--- src/rtl/core/cdsd_pkg.sv ---
// Shared types, constants and calendar tables of the civil date converter.
`default_nettype none

package cdsd_pkg;

    // Operation codes carried by each request.
    typedef enum logic [1:0] {
        OP_TO_DAYS      = 2'd0,
        OP_TO_DATE      = 2'd1,
        OP_ADD_DAYS     = 2'd2,
        OP_DAYS_BETWEEN = 2'd3
    } op_t;

    localparam int YEAR_W   = 14;
    localparam int MONTH_W  = 4;
    localparam int DAY_W    = 5;
    localparam int COUNT_W  = 23;
    localparam int SERIAL_W = 24;
    localparam int LANES    = 2;

    // Calendar constants of the March-based year.
    localparam int EPOCH_SHIFT = 719468;
    localparam int ERA_DAYS    = 146097;
    localparam int CENT_DAYS   = 36524;
    localparam int QUAD_DAYS   = 1460;
    localparam int YEAR_DAYS   = 365;
    localparam int ERA_YEARS   = 400;
    localparam int MIN_SERIAL  = -719162;
    localparam int MAX_SERIAL  = 2932896;
    localparam int NUM_LIMIT   = 3652058;

    typedef logic [YEAR_W-1:0]          year_t;
    typedef logic [MONTH_W-1:0]         month_t;
    typedef logic [DAY_W-1:0]           mday_t;
    typedef logic signed [COUNT_W-1:0]  count_t;
    typedef logic signed [SERIAL_W-1:0] serial_t;

    // Sideband that travels with a request through the date-to-serial stages.
    typedef struct packed {
        op_t    op;
        count_t cnt;
    } req_side_t;

    // Sideband that travels with a request through the serial-to-date stages.
    typedef struct packed {
        op_t    op;
        count_t num;
        logic   flag;
    } res_side_t;

    // Days from 1 March to the first day of the given month of the shifted year.
    function automatic logic [8:0] cum_days(input logic [3:0] mm);
        logic [8:0] res;
        case (mm)
            4'd0:    res = 9'd0;
            4'd1:    res = 9'd31;
            4'd2:    res = 9'd61;
            4'd3:    res = 9'd92;
            4'd4:    res = 9'd122;
            4'd5:    res = 9'd153;
            4'd6:    res = 9'd184;
            4'd7:    res = 9'd214;
            4'd8:    res = 9'd245;
            4'd9:    res = 9'd275;
            4'd10:   res = 9'd306;
            4'd11:   res = 9'd337;
            4'd12:   res = 9'd367;
            default: res = 9'd0;
        endcase
        return res;
    endfunction

    // Whole centuries within a year of era (0 to 399).
    function automatic logic [1:0] cent_of(input logic [8:0] yoe);
        logic [1:0] res;
        if (yoe >= 9'd300) begin
            res = 2'd3;
        end else if (yoe >= 9'd200) begin
            res = 2'd2;
        end else if (yoe >= 9'd100) begin
            res = 2'd1;
        end else begin
            res = 2'd0;
        end
        return res;
    endfunction

endpackage

`default_nettype wire

--- src/rtl/core/civil_date_serial_day_converter_top.sv ---
// Top level of the civil date and serial day converter.
`default_nettype none

// Converts proleptic Gregorian dates (years 1 to 9999) to and from a day number
// counted from 1970-01-01, adds a signed day offset to a date, or counts the
// days between two dates, as chosen by op. The block takes one request in every
// cycle when the result side does not stall: four stages turn both dates into
// day numbers, one stage picks the operation and clamps, and seven stages turn
// the day number back into a date. Each division by a calendar constant is a
// multiplication by its reciprocal or a comparison with its multiples, with a
// register after it, which sets the number of stages. A stall of the result
// side holds the result, and requests are still taken until the pipeline is
// full. A resulting date outside years 1 to 9999 is clamped to the nearer
// limit and out_of_range is set; day counts saturate at +/-3652058.
module civil_date_serial_day_converter_top (
    input  logic                clk,
    input  logic                rst_n,
    input  logic                req_valid,
    output logic                req_stall,
    input  logic [1:0]          op,
    input  cdsd_pkg::year_t     year,
    input  cdsd_pkg::month_t    month,
    input  cdsd_pkg::mday_t     day,
    input  cdsd_pkg::year_t     year_b,
    input  cdsd_pkg::month_t    month_b,
    input  cdsd_pkg::mday_t     day_b,
    input  cdsd_pkg::count_t    day_count,
    output logic                rsp_valid,
    input  logic                rsp_stall,
    output cdsd_pkg::count_t    day_number,
    output cdsd_pkg::year_t     out_year,
    output cdsd_pkg::month_t    out_month,
    output cdsd_pkg::mday_t     out_day,
    output logic                out_of_range
);
    import cdsd_pkg::*;

    localparam int SUM_W = SERIAL_W + 1;

    year_t     yr_lane  [LANES];
    month_t    mon_lane [LANES];
    mday_t     dom_lane [LANES];
    req_side_t req_side;
    logic      ser_ready;

    // Lane zero carries the first date, lane one the second.
    assign yr_lane[0]  = year;
    assign yr_lane[1]  = year_b;
    assign mon_lane[0] = month;
    assign mon_lane[1] = month_b;
    assign dom_lane[0] = day;
    assign dom_lane[1] = day_b;
    assign req_side    = '{op: op_t'(op), cnt: day_count};
    assign req_stall   = !ser_ready;

    logic      ser_valid;
    logic      sel_adv;
    serial_t   ser      [LANES];
    req_side_t ser_side;

    cdsd_serial u_serial (
        .clk        (clk),
        .rst_n      (rst_n),
        .src_valid  (req_valid),
        .src_ready  (ser_ready),
        .year_lane  (yr_lane),
        .month_lane (mon_lane),
        .day_lane   (dom_lane),
        .side_in    (req_side),
        .dst_valid  (ser_valid),
        .dst_ready  (sel_adv),
        .serial     (ser),
        .side_out   (ser_side)
    );

    // Saturate a day count to the span of the day number field.
    function automatic count_t sat_num(input logic signed [SUM_W-1:0] v);
        count_t res;
        if (v > SUM_W'(NUM_LIMIT))
        begin
            res = COUNT_W'(NUM_LIMIT);
        end
        else if (v < SUM_W'(-NUM_LIMIT))
        begin
            res = COUNT_W'(-NUM_LIMIT);
        end
        else
        begin
            res = COUNT_W'(v);
        end
        return res;
    endfunction

    logic signed [SUM_W-1:0] s_a;
    logic signed [SUM_W-1:0] s_diff;
    logic signed [SUM_W-1:0] s_sum;
    logic signed [SUM_W-1:0] s_pick;
    count_t                  num_next;
    count_t                  date_next;
    logic                    flag_next;

    logic      sel_vld_reg;
    count_t    sel_date_reg;
    res_side_t sel_side_reg;
    logic      civ_ready;

    // Select the operation, saturate the day count and clamp the date to years 1 to 9999.
    always_comb
    begin
        s_a    = SUM_W'(ser[0]);
        s_diff = SUM_W'(ser[1]) - s_a;
        s_sum  = s_a + SUM_W'(ser_side.cnt);
        case (ser_side.op)
            OP_TO_DAYS:
            begin
                num_next = sat_num(s_a);
                s_pick   = SUM_W'(ser_side.cnt);
            end
            OP_DAYS_BETWEEN:
            begin
                num_next = sat_num(s_diff);
                s_pick   = SUM_W'(ser_side.cnt);
            end
            OP_ADD_DAYS:
            begin
                num_next = '0;
                s_pick   = s_sum;
            end
            default:
            begin
                num_next = '0;
                s_pick   = SUM_W'(ser_side.cnt);
            end
        endcase
        if (s_pick < SUM_W'(MIN_SERIAL))
        begin
            date_next = COUNT_W'(MIN_SERIAL);
            flag_next = 1'b1;
        end
        else if (s_pick > SUM_W'(MAX_SERIAL))
        begin
            date_next = COUNT_W'(MAX_SERIAL);
            flag_next = 1'b1;
        end
        else
        begin
            date_next = COUNT_W'(s_pick);
            flag_next = 1'b0;
        end
    end

    assign sel_adv = !sel_vld_reg || civ_ready;

    always_ff @(posedge clk or negedge rst_n)
    begin
        if (!rst_n)
        begin
            sel_vld_reg <= 1'b0;
        end
        else if (sel_adv)
        begin
            sel_vld_reg <= ser_valid;
        end
    end

    always_ff @(posedge clk)
    begin
        if (sel_adv)
        begin
            sel_date_reg <= date_next;
            sel_side_reg <= '{op: ser_side.op, num: num_next, flag: flag_next};
        end
    end

    cdsd_civil u_civil (
        .clk          (clk),
        .rst_n        (rst_n),
        .src_valid    (sel_vld_reg),
        .src_ready    (civ_ready),
        .serial       (sel_date_reg),
        .side         (sel_side_reg),
        .dst_valid    (rsp_valid),
        .dst_ready    (!rsp_stall),
        .day_number   (day_number),
        .out_year     (out_year),
        .out_month    (out_month),
        .out_day      (out_day),
        .out_of_range (out_of_range)
    );

endmodule

`default_nettype wire

--- src/rtl/core/cdsd_serial.sv ---
// Four-stage pipeline that turns two calendar dates into serial day numbers.
`default_nettype none

module cdsd_serial (
    input  logic                clk,
    input  logic                rst_n,
    input  logic                src_valid,
    output logic                src_ready,
    input  cdsd_pkg::year_t     year_lane  [cdsd_pkg::LANES],
    input  cdsd_pkg::month_t    month_lane [cdsd_pkg::LANES],
    input  cdsd_pkg::mday_t     day_lane   [cdsd_pkg::LANES],
    input  cdsd_pkg::req_side_t side_in,
    output logic                dst_valid,
    input  logic                dst_ready,
    output cdsd_pkg::serial_t   serial     [cdsd_pkg::LANES],
    output cdsd_pkg::req_side_t side_out
);
    import cdsd_pkg::*;

    localparam int NST      = 4;
    localparam int T_W      = 15;
    localparam int QPROD_W  = 31;
    localparam int Q400_MUL = 41944;
    localparam int Q400_SH  = 24;

    logic [NST-1:0] vld_reg;
    logic [NST-1:0] adv;

    // Each stage moves on when it is empty or the stage after it moves on.
    always_comb
    begin
        adv[NST-1] = !vld_reg[NST-1] || dst_ready;
        for (int k = NST - 2; k >= 0; k--)
        begin
            adv[k] = !vld_reg[k] || adv[k+1];
        end
    end

    assign src_ready = adv[0];
    assign dst_valid = vld_reg[NST-1];

    // Valid bits travel with the data.
    always_ff @(posedge clk or negedge rst_n)
    begin
        if (!rst_n)
        begin
            vld_reg <= '0;
        end
        else
        begin
            if (adv[0])
            begin
                vld_reg[0] <= src_valid;
            end
            for (int k = 1; k < NST; k++)
            begin
                if (adv[k])
                begin
                    vld_reg[k] <= vld_reg[k-1];
                end
            end
        end
    end

    logic               m_le2      [LANES];
    logic [3:0]         mm         [LANES];
    logic [T_W-1:0]     t_next     [LANES];
    logic [QPROD_W-1:0] qprod      [LANES];
    logic [5:0]         q_next     [LANES];
    logic signed [9:0]  doy_next   [LANES];

    logic [T_W-1:0]     s1_t_reg   [LANES];
    logic [5:0]         s1_q_reg   [LANES];
    logic signed [9:0]  s1_doy_reg [LANES];
    req_side_t          s1_side_reg;

    // Stage one: shift the year to start in March, divide by 400 and find the day of the year.
    always_comb
    begin
        for (int l = 0; l < LANES; l++)
        begin
            m_le2[l]    = month_lane[l] <= 4'd2;
            t_next[l]   = T_W'(year_lane[l]) + T_W'(ERA_YEARS) - T_W'(m_le2[l]);
            qprod[l]    = QPROD_W'(t_next[l]) * QPROD_W'(Q400_MUL);
            q_next[l]   = qprod[l][Q400_SH+5:Q400_SH];
            mm[l]       = m_le2[l] ? month_lane[l] + 4'd9 : month_lane[l] - 4'd3;
            doy_next[l] = $signed({1'b0, cum_days(mm[l])})
                        + $signed({5'b0, day_lane[l]}) - 10'sd1;
        end
    end

    always_ff @(posedge clk)
    begin
        if (adv[0])
        begin
            for (int l = 0; l < LANES; l++)
            begin
                s1_t_reg[l]   <= t_next[l];
                s1_q_reg[l]   <= q_next[l];
                s1_doy_reg[l] <= doy_next[l];
            end
            s1_side_reg <= side_in;
        end
    end

    logic signed [6:0]  era_next   [LANES];
    logic [8:0]         yoe_next   [LANES];

    logic signed [6:0]  s2_era_reg [LANES];
    logic [8:0]         s2_yoe_reg [LANES];
    logic signed [9:0]  s2_doy_reg [LANES];
    req_side_t          s2_side_reg;

    // Stage two: era and year of era from quotient and remainder.
    always_comb
    begin
        for (int l = 0; l < LANES; l++)
        begin
            era_next[l] = $signed({1'b0, s1_q_reg[l]}) - 7'sd1;
            yoe_next[l] = 9'(s1_t_reg[l] - T_W'(s1_q_reg[l]) * T_W'(ERA_YEARS));
        end
    end

    always_ff @(posedge clk)
    begin
        if (adv[1])
        begin
            for (int l = 0; l < LANES; l++)
            begin
                s2_era_reg[l] <= era_next[l];
                s2_yoe_reg[l] <= yoe_next[l];
                s2_doy_reg[l] <= s1_doy_reg[l];
            end
            s2_side_reg <= s1_side_reg;
        end
    end

    logic [17:0]        doe_base   [LANES];
    logic signed [18:0] doe_next   [LANES];
    serial_t            eday_next  [LANES];

    logic signed [18:0] s3_doe_reg  [LANES];
    serial_t            s3_eday_reg [LANES];
    req_side_t          s3_side_reg;

    // Stage three: day of era and the days of all whole eras.
    always_comb
    begin
        for (int l = 0; l < LANES; l++)
        begin
            doe_base[l]  = 18'(s2_yoe_reg[l]) * 18'(YEAR_DAYS)
                         + 18'(s2_yoe_reg[l][8:2]) - 18'(cent_of(s2_yoe_reg[l]));
            doe_next[l]  = $signed({1'b0, doe_base[l]}) + 19'(s2_doy_reg[l]);
            eday_next[l] = SERIAL_W'(s2_era_reg[l]) * SERIAL_W'(ERA_DAYS);
        end
    end

    always_ff @(posedge clk)
    begin
        if (adv[2])
        begin
            for (int l = 0; l < LANES; l++)
            begin
                s3_doe_reg[l]  <= doe_next[l];
                s3_eday_reg[l] <= eday_next[l];
            end
            s3_side_reg <= s2_side_reg;
        end
    end

    serial_t   ser_next   [LANES];
    serial_t   s4_ser_reg [LANES];
    req_side_t s4_side_reg;

    // Stage four: add the era days to the day of era and move the origin to 1970-01-01.
    always_comb
    begin
        for (int l = 0; l < LANES; l++)
        begin
            ser_next[l] = s3_eday_reg[l] + SERIAL_W'(s3_doe_reg[l])
                        - SERIAL_W'(EPOCH_SHIFT);
        end
    end

    always_ff @(posedge clk)
    begin
        if (adv[3])
        begin
            for (int l = 0; l < LANES; l++)
            begin
                s4_ser_reg[l] <= ser_next[l];
            end
            s4_side_reg <= s3_side_reg;
        end
    end

    assign serial   = s4_ser_reg;
    assign side_out = s4_side_reg;

endmodule

`default_nettype wire

--- src/rtl/core/cdsd_civil.sv ---
// Seven-stage pipeline that turns a clamped serial day into a date and forms the result.
`default_nettype none

module cdsd_civil (
    input  logic                clk,
    input  logic                rst_n,
    input  logic                src_valid,
    output logic                src_ready,
    input  cdsd_pkg::count_t    serial,
    input  cdsd_pkg::res_side_t side,
    output logic                dst_valid,
    input  logic                dst_ready,
    output cdsd_pkg::count_t    day_number,
    output cdsd_pkg::year_t     out_year,
    output cdsd_pkg::month_t    out_month,
    output cdsd_pkg::mday_t     out_day,
    output logic                out_of_range
);
    import cdsd_pkg::*;

    localparam int NST       = 7;
    localparam int Z_W       = 22;
    localparam int DOE_W     = 18;
    localparam int ERA_MUL   = 29398;
    localparam int ERA_SH    = 32;
    localparam int ERA_PW    = Z_W + 15;
    localparam int DIV_MUL   = 183860;
    localparam int QUAD_SH   = 28;
    localparam int YEAR_SH   = 26;
    localparam int DIV_PW    = 2 * DOE_W;
    localparam int MP_MUL    = 1714;
    localparam int MP_SH     = 18;
    localparam int MP_PW     = 22;

    logic [NST-1:0] vld_reg;
    logic [NST-1:0] adv;

    // Each stage moves on when it is empty or the stage after it moves on.
    always_comb
    begin
        adv[NST-1] = !vld_reg[NST-1] || dst_ready;
        for (int k = NST - 2; k >= 0; k--)
        begin
            adv[k] = !vld_reg[k] || adv[k+1];
        end
    end

    assign src_ready = adv[0];
    assign dst_valid = vld_reg[NST-1];

    // Valid bits travel with the data.
    always_ff @(posedge clk or negedge rst_n)
    begin
        if (!rst_n)
        begin
            vld_reg <= '0;
        end
        else
        begin
            if (adv[0])
            begin
                vld_reg[0] <= src_valid;
            end
            for (int k = 1; k < NST; k++)
            begin
                if (adv[k])
                begin
                    vld_reg[k] <= vld_reg[k-1];
                end
            end
        end
    end

    serial_t           z_wide;
    logic [Z_W-1:0]    z_next;
    logic [ERA_PW-1:0] eprod;
    logic [Z_W-1:0]    c1_z_reg;
    logic [4:0]        c1_q_reg;
    res_side_t         c1_side_reg;

    // Stage one: day count from 0000-03-01 and an estimate of the era.
    always_comb
    begin
        z_wide = SERIAL_W'(serial) + SERIAL_W'(EPOCH_SHIFT);
        z_next = z_wide[Z_W-1:0];
        eprod  = ERA_PW'(z_next) * ERA_PW'(ERA_MUL);
    end

    always_ff @(posedge clk)
    begin
        if (adv[0])
        begin
            c1_z_reg    <= z_next;
            c1_q_reg    <= eprod[ERA_SH+4:ERA_SH];
            c1_side_reg <= side;
        end
    end

    logic [22:0]      rem;
    logic [4:0]       era_next;
    logic [DOE_W-1:0] doe_next;
    logic [4:0]       c2_era_reg;
    logic [DOE_W-1:0] c2_doe_reg;
    res_side_t        c2_side_reg;

    // Stage two: the estimate is at most one low, so one correction settles it.
    always_comb
    begin
        rem = 23'(c1_z_reg) - 23'(c1_q_reg) * 23'(ERA_DAYS);
        if (rem >= 23'(ERA_DAYS))
        begin
            era_next = c1_q_reg + 5'd1;
            doe_next = DOE_W'(rem - 23'(ERA_DAYS));
        end
        else
        begin
            era_next = c1_q_reg;
            doe_next = DOE_W'(rem);
        end
    end

    always_ff @(posedge clk)
    begin
        if (adv[1])
        begin
            c2_era_reg  <= era_next;
            c2_doe_reg  <= doe_next;
            c2_side_reg <= c1_side_reg;
        end
    end

    logic [DIV_PW-1:0] qprod;
    logic [2:0]        cent_next;
    logic [4:0]        c3_era_reg;
    logic [DOE_W-1:0]  c3_doe_reg;
    logic [6:0]        c3_quad_reg;
    logic [2:0]        c3_cent_reg;
    logic              c3_last_reg;
    res_side_t         c3_side_reg;

    // Stage three: leap corrections within the era.
    always_comb
    begin
        qprod = DIV_PW'(c2_doe_reg) * DIV_PW'(DIV_MUL);
        if (c2_doe_reg >= DOE_W'(4 * CENT_DAYS))
        begin
            cent_next = 3'd4;
        end
        else if (c2_doe_reg >= DOE_W'(3 * CENT_DAYS))
        begin
            cent_next = 3'd3;
        end
        else if (c2_doe_reg >= DOE_W'(2 * CENT_DAYS))
        begin
            cent_next = 3'd2;
        end
        else if (c2_doe_reg >= DOE_W'(CENT_DAYS))
        begin
            cent_next = 3'd1;
        end
        else
        begin
            cent_next = 3'd0;
        end
    end

    always_ff @(posedge clk)
    begin
        if (adv[2])
        begin
            c3_era_reg  <= c2_era_reg;
            c3_doe_reg  <= c2_doe_reg;
            c3_quad_reg <= qprod[QUAD_SH+6:QUAD_SH];
            c3_cent_reg <= cent_next;
            c3_last_reg <= c2_doe_reg == DOE_W'(ERA_DAYS - 1);
            c3_side_reg <= c2_side_reg;
        end
    end

    logic [DOE_W-1:0]  n_next;
    logic [DIV_PW-1:0] yprod;
    logic [4:0]        c4_era_reg;
    logic [DOE_W-1:0]  c4_doe_reg;
    logic [8:0]        c4_yoe_reg;
    res_side_t         c4_side_reg;

    // Stage four: year of era from the corrected day count.
    always_comb
    begin
        n_next = c3_doe_reg - DOE_W'(c3_quad_reg) + DOE_W'(c3_cent_reg)
               - DOE_W'(c3_last_reg);
        yprod  = DIV_PW'(n_next) * DIV_PW'(DIV_MUL);
    end

    always_ff @(posedge clk)
    begin
        if (adv[3])
        begin
            c4_era_reg  <= c3_era_reg;
            c4_doe_reg  <= c3_doe_reg;
            c4_yoe_reg  <= yprod[YEAR_SH+8:YEAR_SH];
            c4_side_reg <= c3_side_reg;
        end
    end

    logic [DOE_W-1:0] ystart;
    logic [DOE_W-1:0] doy_wide;
    logic [4:0]       c5_era_reg;
    logic [8:0]       c5_yoe_reg;
    logic [8:0]       c5_doy_reg;
    res_side_t        c5_side_reg;

    // Stage five: day within the March-based year.
    always_comb
    begin
        ystart   = DOE_W'(c4_yoe_reg) * DOE_W'(YEAR_DAYS) + DOE_W'(c4_yoe_reg[8:2])
                 - DOE_W'(cent_of(c4_yoe_reg));
        doy_wide = c4_doe_reg - ystart;
    end

    always_ff @(posedge clk)
    begin
        if (adv[4])
        begin
            c5_era_reg  <= c4_era_reg;
            c5_yoe_reg  <= c4_yoe_reg;
            c5_doy_reg  <= doy_wide[8:0];
            c5_side_reg <= c4_side_reg;
        end
    end

    logic [10:0]      mp_arg;
    logic [MP_PW-1:0] mprod;
    logic [4:0]       c6_era_reg;
    logic [8:0]       c6_yoe_reg;
    logic [8:0]       c6_doy_reg;
    logic [3:0]       c6_mp_reg;
    res_side_t        c6_side_reg;

    // Stage six: month index counted from March.
    always_comb
    begin
        mp_arg = 11'(c5_doy_reg) * 11'd5 + 11'd2;
        mprod  = MP_PW'(mp_arg) * MP_PW'(MP_MUL);
    end

    always_ff @(posedge clk)
    begin
        if (adv[5])
        begin
            c6_era_reg  <= c5_era_reg;
            c6_yoe_reg  <= c5_yoe_reg;
            c6_doy_reg  <= c5_doy_reg;
            c6_mp_reg   <= mprod[MP_SH+3:MP_SH];
            c6_side_reg <= c5_side_reg;
        end
    end

    logic [8:0]  dom_wide;
    month_t      mon_next;
    year_t       yr_next;
    logic        date_op;
    count_t      num_reg;
    year_t       yr_reg;
    month_t      mon_reg;
    mday_t       dom_reg;
    logic        flag_reg;

    // Stage seven: calendar fields, and fields an operation does not use read as zero.
    always_comb
    begin
        dom_wide = c6_doy_reg - cum_days(c6_mp_reg) + 9'd1;
        mon_next = (c6_mp_reg < 4'd10) ? c6_mp_reg + 4'd3 : c6_mp_reg - 4'd9;
        yr_next  = YEAR_W'(c6_yoe_reg) + YEAR_W'(c6_era_reg) * YEAR_W'(ERA_YEARS)
                 + YEAR_W'(mon_next <= 4'd2);
        date_op  = (c6_side_reg.op == OP_TO_DATE) || (c6_side_reg.op == OP_ADD_DAYS);
    end

    always_ff @(posedge clk)
    begin
        if (adv[6])
        begin
            if (date_op)
            begin
                num_reg  <= '0;
                yr_reg   <= yr_next;
                mon_reg  <= mon_next;
                dom_reg  <= dom_wide[DAY_W-1:0];
                flag_reg <= c6_side_reg.flag;
            end
            else
            begin
                num_reg  <= c6_side_reg.num;
                yr_reg   <= '0;
                mon_reg  <= '0;
                dom_reg  <= '0;
                flag_reg <= 1'b0;
            end
        end
    end

    assign day_number   = num_reg;
    assign out_year     = yr_reg;
    assign out_month    = mon_reg;
    assign out_day      = dom_reg;
    assign out_of_range = flag_reg;

endmodule

`default_nettype wire

--- config.mk ---
export PLATFORM = sky130hd
export DESIGN_NAME = civil_date_serial_day_converter_top
export DESIGN_NICKNAME = d
export VERILOG_FILES = /design/src/rtl/core/cdsd_pkg.sv /design/src/rtl/core/civil_date_serial_day_converter_top.sv /design/src/rtl/core/cdsd_serial.sv /design/src/rtl/core/cdsd_civil.sv
export SDC_FILE = /design/constraint.sdc
export NUM_CORES = 2
export LEC_CHECK = 0
export BUFFER_PORTS_ARGS = -buffer_cell sky130_fd_sc_hd__buf_2
export CORE_MARGIN = 5
export CORE_UTILIZATION = 60
export DETAILED_ROUTE_END_ITERATION = 10
export MAX_ROUTING_LAYER = met4
export PLACE_DENSITY_LB_ADDON = 0.12
export SYNTH_ARGS = -nofsm -noshare
export SYNTH_HDL_FRONTEND = slang
export SYNTH_SLANG_ARGS = --single-unit
--- constraint.sdc ---
create_clock -name clk -period 13.26 [get_ports clk]
set_input_delay 0.663 -clock clk [delete_from_list [all_inputs] [get_ports clk]]
set_output_delay 0.663 -clock clk [all_outputs]
set_load 0.03 [all_outputs]
Word level (Yosys, flattened, before mapping). Memory sizes are Yosys's and may differ from the RTL's. A register that Yosys moved wholly into a read port is not among the register bits. Index checks and enable logic that the tools add are counted.

Memories kept: 11. Latch bits: 0. Logic and storage cells: 231. Input bits: 75. Memory bits (writable): 200. Flip-flop bits (word level): 564. Bits in read-only memories: 432.

Memories: (name not given) (depth 16, bits a word 9, rd ports 1, clocked after Yosys merged registers in 1, wr ports 0, line cdsd_pkg.sv:54) `case (mm)`; (name not given) (depth 16, bits a word 9, rd ports 1, clocked after Yosys merged registers in 0, wr ports 0, line cdsd_pkg.sv:54); (name not given) (depth 16, bits a word 9, rd ports 1, clocked after Yosys merged registers in 0, wr ports 0, line cdsd_pkg.sv:54); u_serial.s3_eday_reg (depth 2, bits a word 24, rd ports 2, clocked after Yosys merged registers in 0, wr ports 2, line cdsd_serial.sv:143) `serial_t s3_eday_reg [LANES];`; u_serial.s3_doe_reg (depth 2, bits a word 19, rd ports 2, clocked after Yosys merged registers in 0, wr ports 2, line cdsd_serial.sv:142) `logic signed [18:0] s3_doe_reg [LANES];`; u_serial.s1_t_reg (depth 2, bits a word 15, rd ports 2, clocked after Yosys merged registers in 0, wr ports 2, line cdsd_serial.sv:72) `logic [T_W-1:0] s1_t_reg [LANES];`; 5 more memories.

Mux-type cells: 32. Magnitude comparators: 24. $mul: 16. Shifts and indexed selects: 0. Add/subtract/negate cells: 45. Equality and inequality tests: 5. Divide/modulo/power cells: 0. Reductions and logical operators: 29. Bitwise gates (word level): 0.

Operators with widths (number): $mux 23 (4); $mul 18x16->33 const B (2); $mul 15x13->27 const B (2); $gt 25x23->1 const B (2); $add 24x19->24 (2); $mul 7x19->24 const B (2); $sub 24x21->24 const B (2); $pmux 23 s2 (1); $add 19x10->19 (2); $add 18x7->18 (2); $ge 18x17->1 const B (2); $mul 22x14->36 const B (1); $mul 9x9->18 const B (2); $sub 18x2->18 (2); $add 14x9->15 const B (2); $sub 15x1->15 (2); $ge 9x7->1 const B (3); $ge 9x8->1 const B (3); $ge 9x9->1 const B (3); $sub 9x9->9 (3); $add 24x23->25 (1); $lt 25x21->1 const B (1); $lt 25x23->1 const B (1); $mux 25 (1); 48 further kinds (103).

Longest topological paths before layout.
Word-level depth: 15. Depth in mapped cells: 39.

Cells and area by module. From an unflattened synthesis, not the netlist that was laid out.

Cells, all modules: 6702. Area total of the unflattened synthesis: 75154.6 um^2.

Modules (own cells, without submodules): cdsd_civil (area an instance 36203.5 um^2, instances 1, cells an instance 2986); cdsd_serial (area an instance 32892.8 um^2, instances 1, cells an instance 2984); civil_date_serial_day_converter_top (area an instance 6058.3 um^2, instances 1, cells an instance 732).

Worst setup path after synthesis. OpenSTA, ideal clock, no wires.

Path kind: input -> output. Start point: in rsp_stall. End point: out req_stall. Data required time: 12.597 ns. Buffers on the path: 0. Setup slack: 2.333 ns. Arrival: 10.264 ns. Stages: 9. Cell sequence: and3_1 -> clkinv_1 -> nor2_1 -> nand3_1 -> nor2_1 -> nand3_1 -> inv_1 -> nand3_1 -> inv_1.

Longest elaborated chain between the ends: 14.

RTL lines: from (decl) (line civil_date_serial_day_converter_top.sv:29) `input logic rsp_stall,`; $logic_not 1->1 (line civil_date_serial_day_converter_top.sv:183) `.dst_ready (!rsp_stall),`; $logic_or 1x1->1 (line cdsd_civil.sv:41) `adv[NST-1] = !vld_reg[NST-1] || dst_ready;`; $logic_or 1x1->1 (6 in a row) (line cdsd_civil.sv:44) `adv[k] = !vld_reg[k] || adv[k+1];`; net civ_ready (line civil_date_serial_day_converter_top.sv:105) `logic civ_ready;`; $logic_or 1x1->1 (line civil_date_serial_day_converter_top.sv:152) `assign sel_adv = !sel_vld_reg || civ_ready;`; $logic_or 1x1->1 (line cdsd_serial.sv:32) `adv[NST-1] = !vld_reg[NST-1] || dst_ready;`; $logic_or 1x1->1 (line cdsd_serial.sv:35) `adv[k] = !vld_reg[k] || adv[k+1];`; net u_serial.adv[2] (line cdsd_serial.sv:27) `logic [NST-1:0] adv;`; $logic_or 1x1->1 (2 in a row) (line cdsd_serial.sv:35); $logic_not 1->1 (line civil_date_serial_day_converter_top.sv:54) `assign req_stall = !ser_ready;`; to (decl) (line civil_date_serial_day_converter_top.sv:19) `output logic req_stall,`.

The timed path passes the listed nets, and every way through them passes these cells.

Worst setup path in the final report.
Start point: reg u_civil.c3_last_reg. End point: reg u_civil.c4_yoe_reg[8] (data pin).

Longest elaborated chain between the ends: 2.

RTL lines: from (decl) (line cdsd_civil.sv:138) `logic c3_last_reg;`; from (signal assigned) (line cdsd_civil.sv:175) `c3_last_reg <= c2_doe_reg == DOE_W'(ERA_DAYS - 1);`; $sub 18x1->18 (line cdsd_civil.sv:191) `- DOE_W'(c3_last_reg);`; $mul 18x16->33 (line cdsd_civil.sv:192) `yprod = DIV_PW'(n_next) * DIV_PW'(DIV_MUL);`; net u_civil.yprod[34] (line cdsd_civil.sv:181) `logic [DIV_PW-1:0] yprod;`; to (signal assigned) (line cdsd_civil.sv:201) `c4_yoe_reg <= yprod[YEAR_SH+8:YEAR_SH];`; to (decl) (line cdsd_civil.sv:184) `logic [8:0] c4_yoe_reg;`.

The timed path passes the listed nets, and every way through them passes these cells. A chain may end at the register's enable or synchronous reset.

==> reports/qor.csv <==
stage,metric,value,unit
final_layout,proportion of layout cells with a drive suffix above 1,5.60,%
logic_synthesis,number of synthesized register bits,757,
drt,Post-Route WL,153,mm
grt,number of antenna violations at the first check in global routing,4,
placement,number of buffer cells added on primary ports,123,
logic_synthesis,"EDFF count, synth",740,
setup_path,signal arrival time at the worst endpoint,10.49,ns
final_layout,"leading cell type in the layout, fill and taps excluded",sky130_fd_sc_hd__ha_1,
logic_synthesis,ys flop type,sky130_fd_sc_hd__edfxtp_1,
setup_path,Startpoint Class,register,
placement,Detail Placement HPWL,126,mm
drt,wire length per cell after detailed routing,18.0,um
grt,largest net degree at the start of global routing,67,
setup_path,largest stage delay on the critical path,0.64,ns
clock_tree,clk sinks,757,
clock_tree,maximum clock path buffer count,3,
timing,unrepaired setup endpoints after global routing,false,
clock_tree,Resized cells post-CTS,0,
setup_path,Worst Setup End Kind,register,
logic_synthesis,Syn Nets,8775,
timing,smallest hold slack,0.165,ns
drt,residual DRC count,0,
setup_path,startpoint of the lowest-slack register-to-register path,u_civil.c3_last_reg,
setup_path,CP dominant cell by count,sky130_fd_sc_hd__fa_1,
clock_tree,H-tree depth,3,
placement,worst-case setup slack after placement,3.12,ns
logic_synthesis,number of distinct standard cells referenced by the synthesized netlist,89,
setup_path,start point of the critical path,u_civil.c3_last_reg,
drt,remaining antenna violation count after routing,0,
logic_synthesis,ranking of synthesized cells by area,"sky130_fd_sc_hd__edfxtp_1 (30%), sky130_fd_sc_hd__ha_1 (24%), sky130_fd_sc_hd__fa_1 (18%)",
logic_synthesis,Post-Syn Area,74200,um^2
drt,drt pass-1 iters,6,
setup_path,setup slack of the most critical reg-to-reg path,3.19,ns
floorplan,width of the die,362,um
run,number of maximum-capacitance constraint violations,0,
setup_path,last element of the critical path,u_civil.c4_yoe_reg[8],
timing,post-route clock period utilization,76.0,%
floorplan,Rows,129,
drt,count of routing violations after the opening detailed-route iteration,2276,
clock_tree,clock tree root driver cell,sky130_fd_sc_hd__clkbuf_16,
setup_path,RR Endpoint,u_civil.c4_yoe_reg[8],
logic_synthesis,"Seq/Total Area, Yosys",30.5,%
timing,number of failing hold endpoints at the final stage,0,
timing,Slew HR,20.0,%
status,run status,finished clean,
timing,max frequency,99.3,MHz
setup_path,CP Max Fanout,9,
logic_synthesis,synth warn,0,
logic_synthesis,post-synth top area cell,sky130_fd_sc_hd__edfxtp_1,
floorplan,die extent in y,362,um
logic_synthesis,top cell type's share of synthesized area,29.9,%
clock_tree,Skew-Pair Late Insertion Delay,0.69,ns
clock_tree,clock-pin slew on the worst setup and hold paths,0.06,ns
timing,final slew viol count,0,
setup_path,number of cell instances on the worst register-to-register path,38,
setup_path,Worst path slowest cell,sky130_fd_sc_hd__a2111o_1,
floorplan,die area,131000,um^2
final_layout,layout overhead on the synthesized area,7.81,%
setup_path,worst setup path class,reg2reg,
final_layout,area of the multi-input gates,46200,um^2
logic_synthesis,Post-Syn Instances,6577,
drt,routed via count,46338,
floorplan,Initial Util,60.2,%
timing,clk_skew,0.0644,ns
logic_synthesis,mean cell area of the mapped netlist,11.3,um^2
final_layout,filler cell count in the final layout,9640,
grt,sum of overflow across all layers after global routing,0,
logic_synthesis,share of flip-flops with an asynchronous set or reset after synthesis,1.59,%
floorplan,Ports,124,
floorplan,Core Box Area,123000,um^2
setup_path,required time of the worst setup path,13.68,ns
clock_tree,CTS tree,done,
drt,average via count per standard cell,5.44,
final_layout,nets@finish,8999,
timing,post-layout worst setup margin,3.19,ns
grt,vias in the first global route,48394,
timing,transition time at the pin with the least slew margin,1.19,ns
placement,GP Congestion,0.943,
final_layout,most used cells in the layout excluding fill and tap cells,"sky130_fd_sc_hd__ha_1 (1439), sky130_fd_sc_hd__inv_1 (1413), sky130_fd_sc_hd__edfxtp_1 (740)",
timing,count of final setup violators,0,
grt,Total Routing Usage GR,24.7,%
clock_tree,post-CTS setup buffer count,0,
worst_hold_path,Tightest Hold Check Type,in2reg,
grt,first-pass GRT wire length,251,mm
timing,setup TNS,0,ns
worst_hold_path,Worst Hold Depth,1,
clock_tree,clock buffer count from CTS,87,
timing,final critical-path required period,10.07,ns
final_layout,FF/Latch Area,22600,um^2
area by class of cell:
| type | count | area share [%] |
|---|---|---|
| Antenna cell | 2 | 0.00625 |
| Clock buffer | 109 | 2.86 |
| Clock inverter | 51 | 0.697 |
| Inverter | 1416 | 6.64 |
| Multi-Input combinational cell | 4365 | 57.7 |
| Sequential cell | 757 | 28.3 |
| Tap cell | 1637 | 2.56 |
| Timing Repair Buffer | 174 | 1.25 |
cells by family after synthesis:
logic type                 synth area share, %
buffers and inverters                     7.39
adders and majority gates                 42.7
and+or+nand+nor                           5.70
muxes                                    0.487
xor gates and xnor gates                  4.85
AOI/OAI and AO/OA                         8.40
DFF                                       30.5
worst min path at each step:
stage / from / end
3_5_place_dp: u_civil.c1_side_reg[12] / u_civil.c2_side_reg[12]
5_1_grt: op[1] / u_serial.s1_side_reg[24]
3_3_place_gp: u_civil.c3_side_reg[13] / u_civil.c4_side_reg[13]
4_1_cts: day_count[6] / u_serial.s1_side_reg[6]
6_report: day_count[5] / u_serial.s1_side_reg[5]
2_1_floorplan: rst_n / sel_vld_reg
Yosys cell counts (39+ instances only):
cell and count:
sky130_fd_sc_hd__nor2b_1 48, sky130_fd_sc_hd__fa_1 684, sky130_fd_sc_hd__o21a_1 47, sky130_fd_sc_hd__nor3_1 99
sky130_fd_sc_hd__o21bai_1 52, sky130_fd_sc_hd__xor2_1 117, sky130_fd_sc_hd__nand2_1 186, sky130_fd_sc_hd__inv_1 1415
sky130_fd_sc_hd__a21oi_1 288, sky130_fd_sc_hd__xnor2_1 292, sky130_fd_sc_hd__edfxtp_1 740, sky130_fd_sc_hd__nor2_1 219
sky130_fd_sc_hd__and2_1 39, sky130_fd_sc_hd__o21ai_0 138, sky130_fd_sc_hd__ha_1 1439, sky130_fd_sc_hd__nand2b_1 48
sky130_fd_sc_hd__nand3_1 79, sky130_fd_sc_hd__a21o_1 108
stage by stage:
stage	std cells	utilization (%)	instance area [um^2]
detailed placement	8347	62.6	77200
global placement	8347	62.6	77200
floorplan	6577	-	74200
CTS	8508	64.9	80000
finish	8511	64.9	80000
global route	8511	64.9	80000
what timing repair did:
action,CTS,global route
hold endpoints to repair,12,0
endpoints found under the setup margin,0,0
hold buffers,1,0
critical path: cells and delay by family (launching register included):
| family | cells | cell delay, ns |
|---|---|---|
| XOR/XNOR | 1 | 0.08 |
| adder cells (fa/ha/maj) | 11 | 4.56 |
| AND/OR/NAND/NOR | 5 | 0.76 |
| buffers and inverters | 6 | 0.34 |
| flip-flops | 1 | 0.32 |
| multiplexers | 1 | 0.39 |
| AO/OA/AOI/OAI | 14 | 3.36 |
metal layers:
layer	global-route usage (%)	share of wire (%)	vias up
met2	42.6	50	775
met4	6.67	3.0	0
met5	-	0	-
met3	2.74	3.6	231
li1	-	-	22663
met1	31.3	43	22669
Power is left out: the tool's default activity adds up to more than one toggle a clock period on the data nets, which glitch-free logic cannot reach.
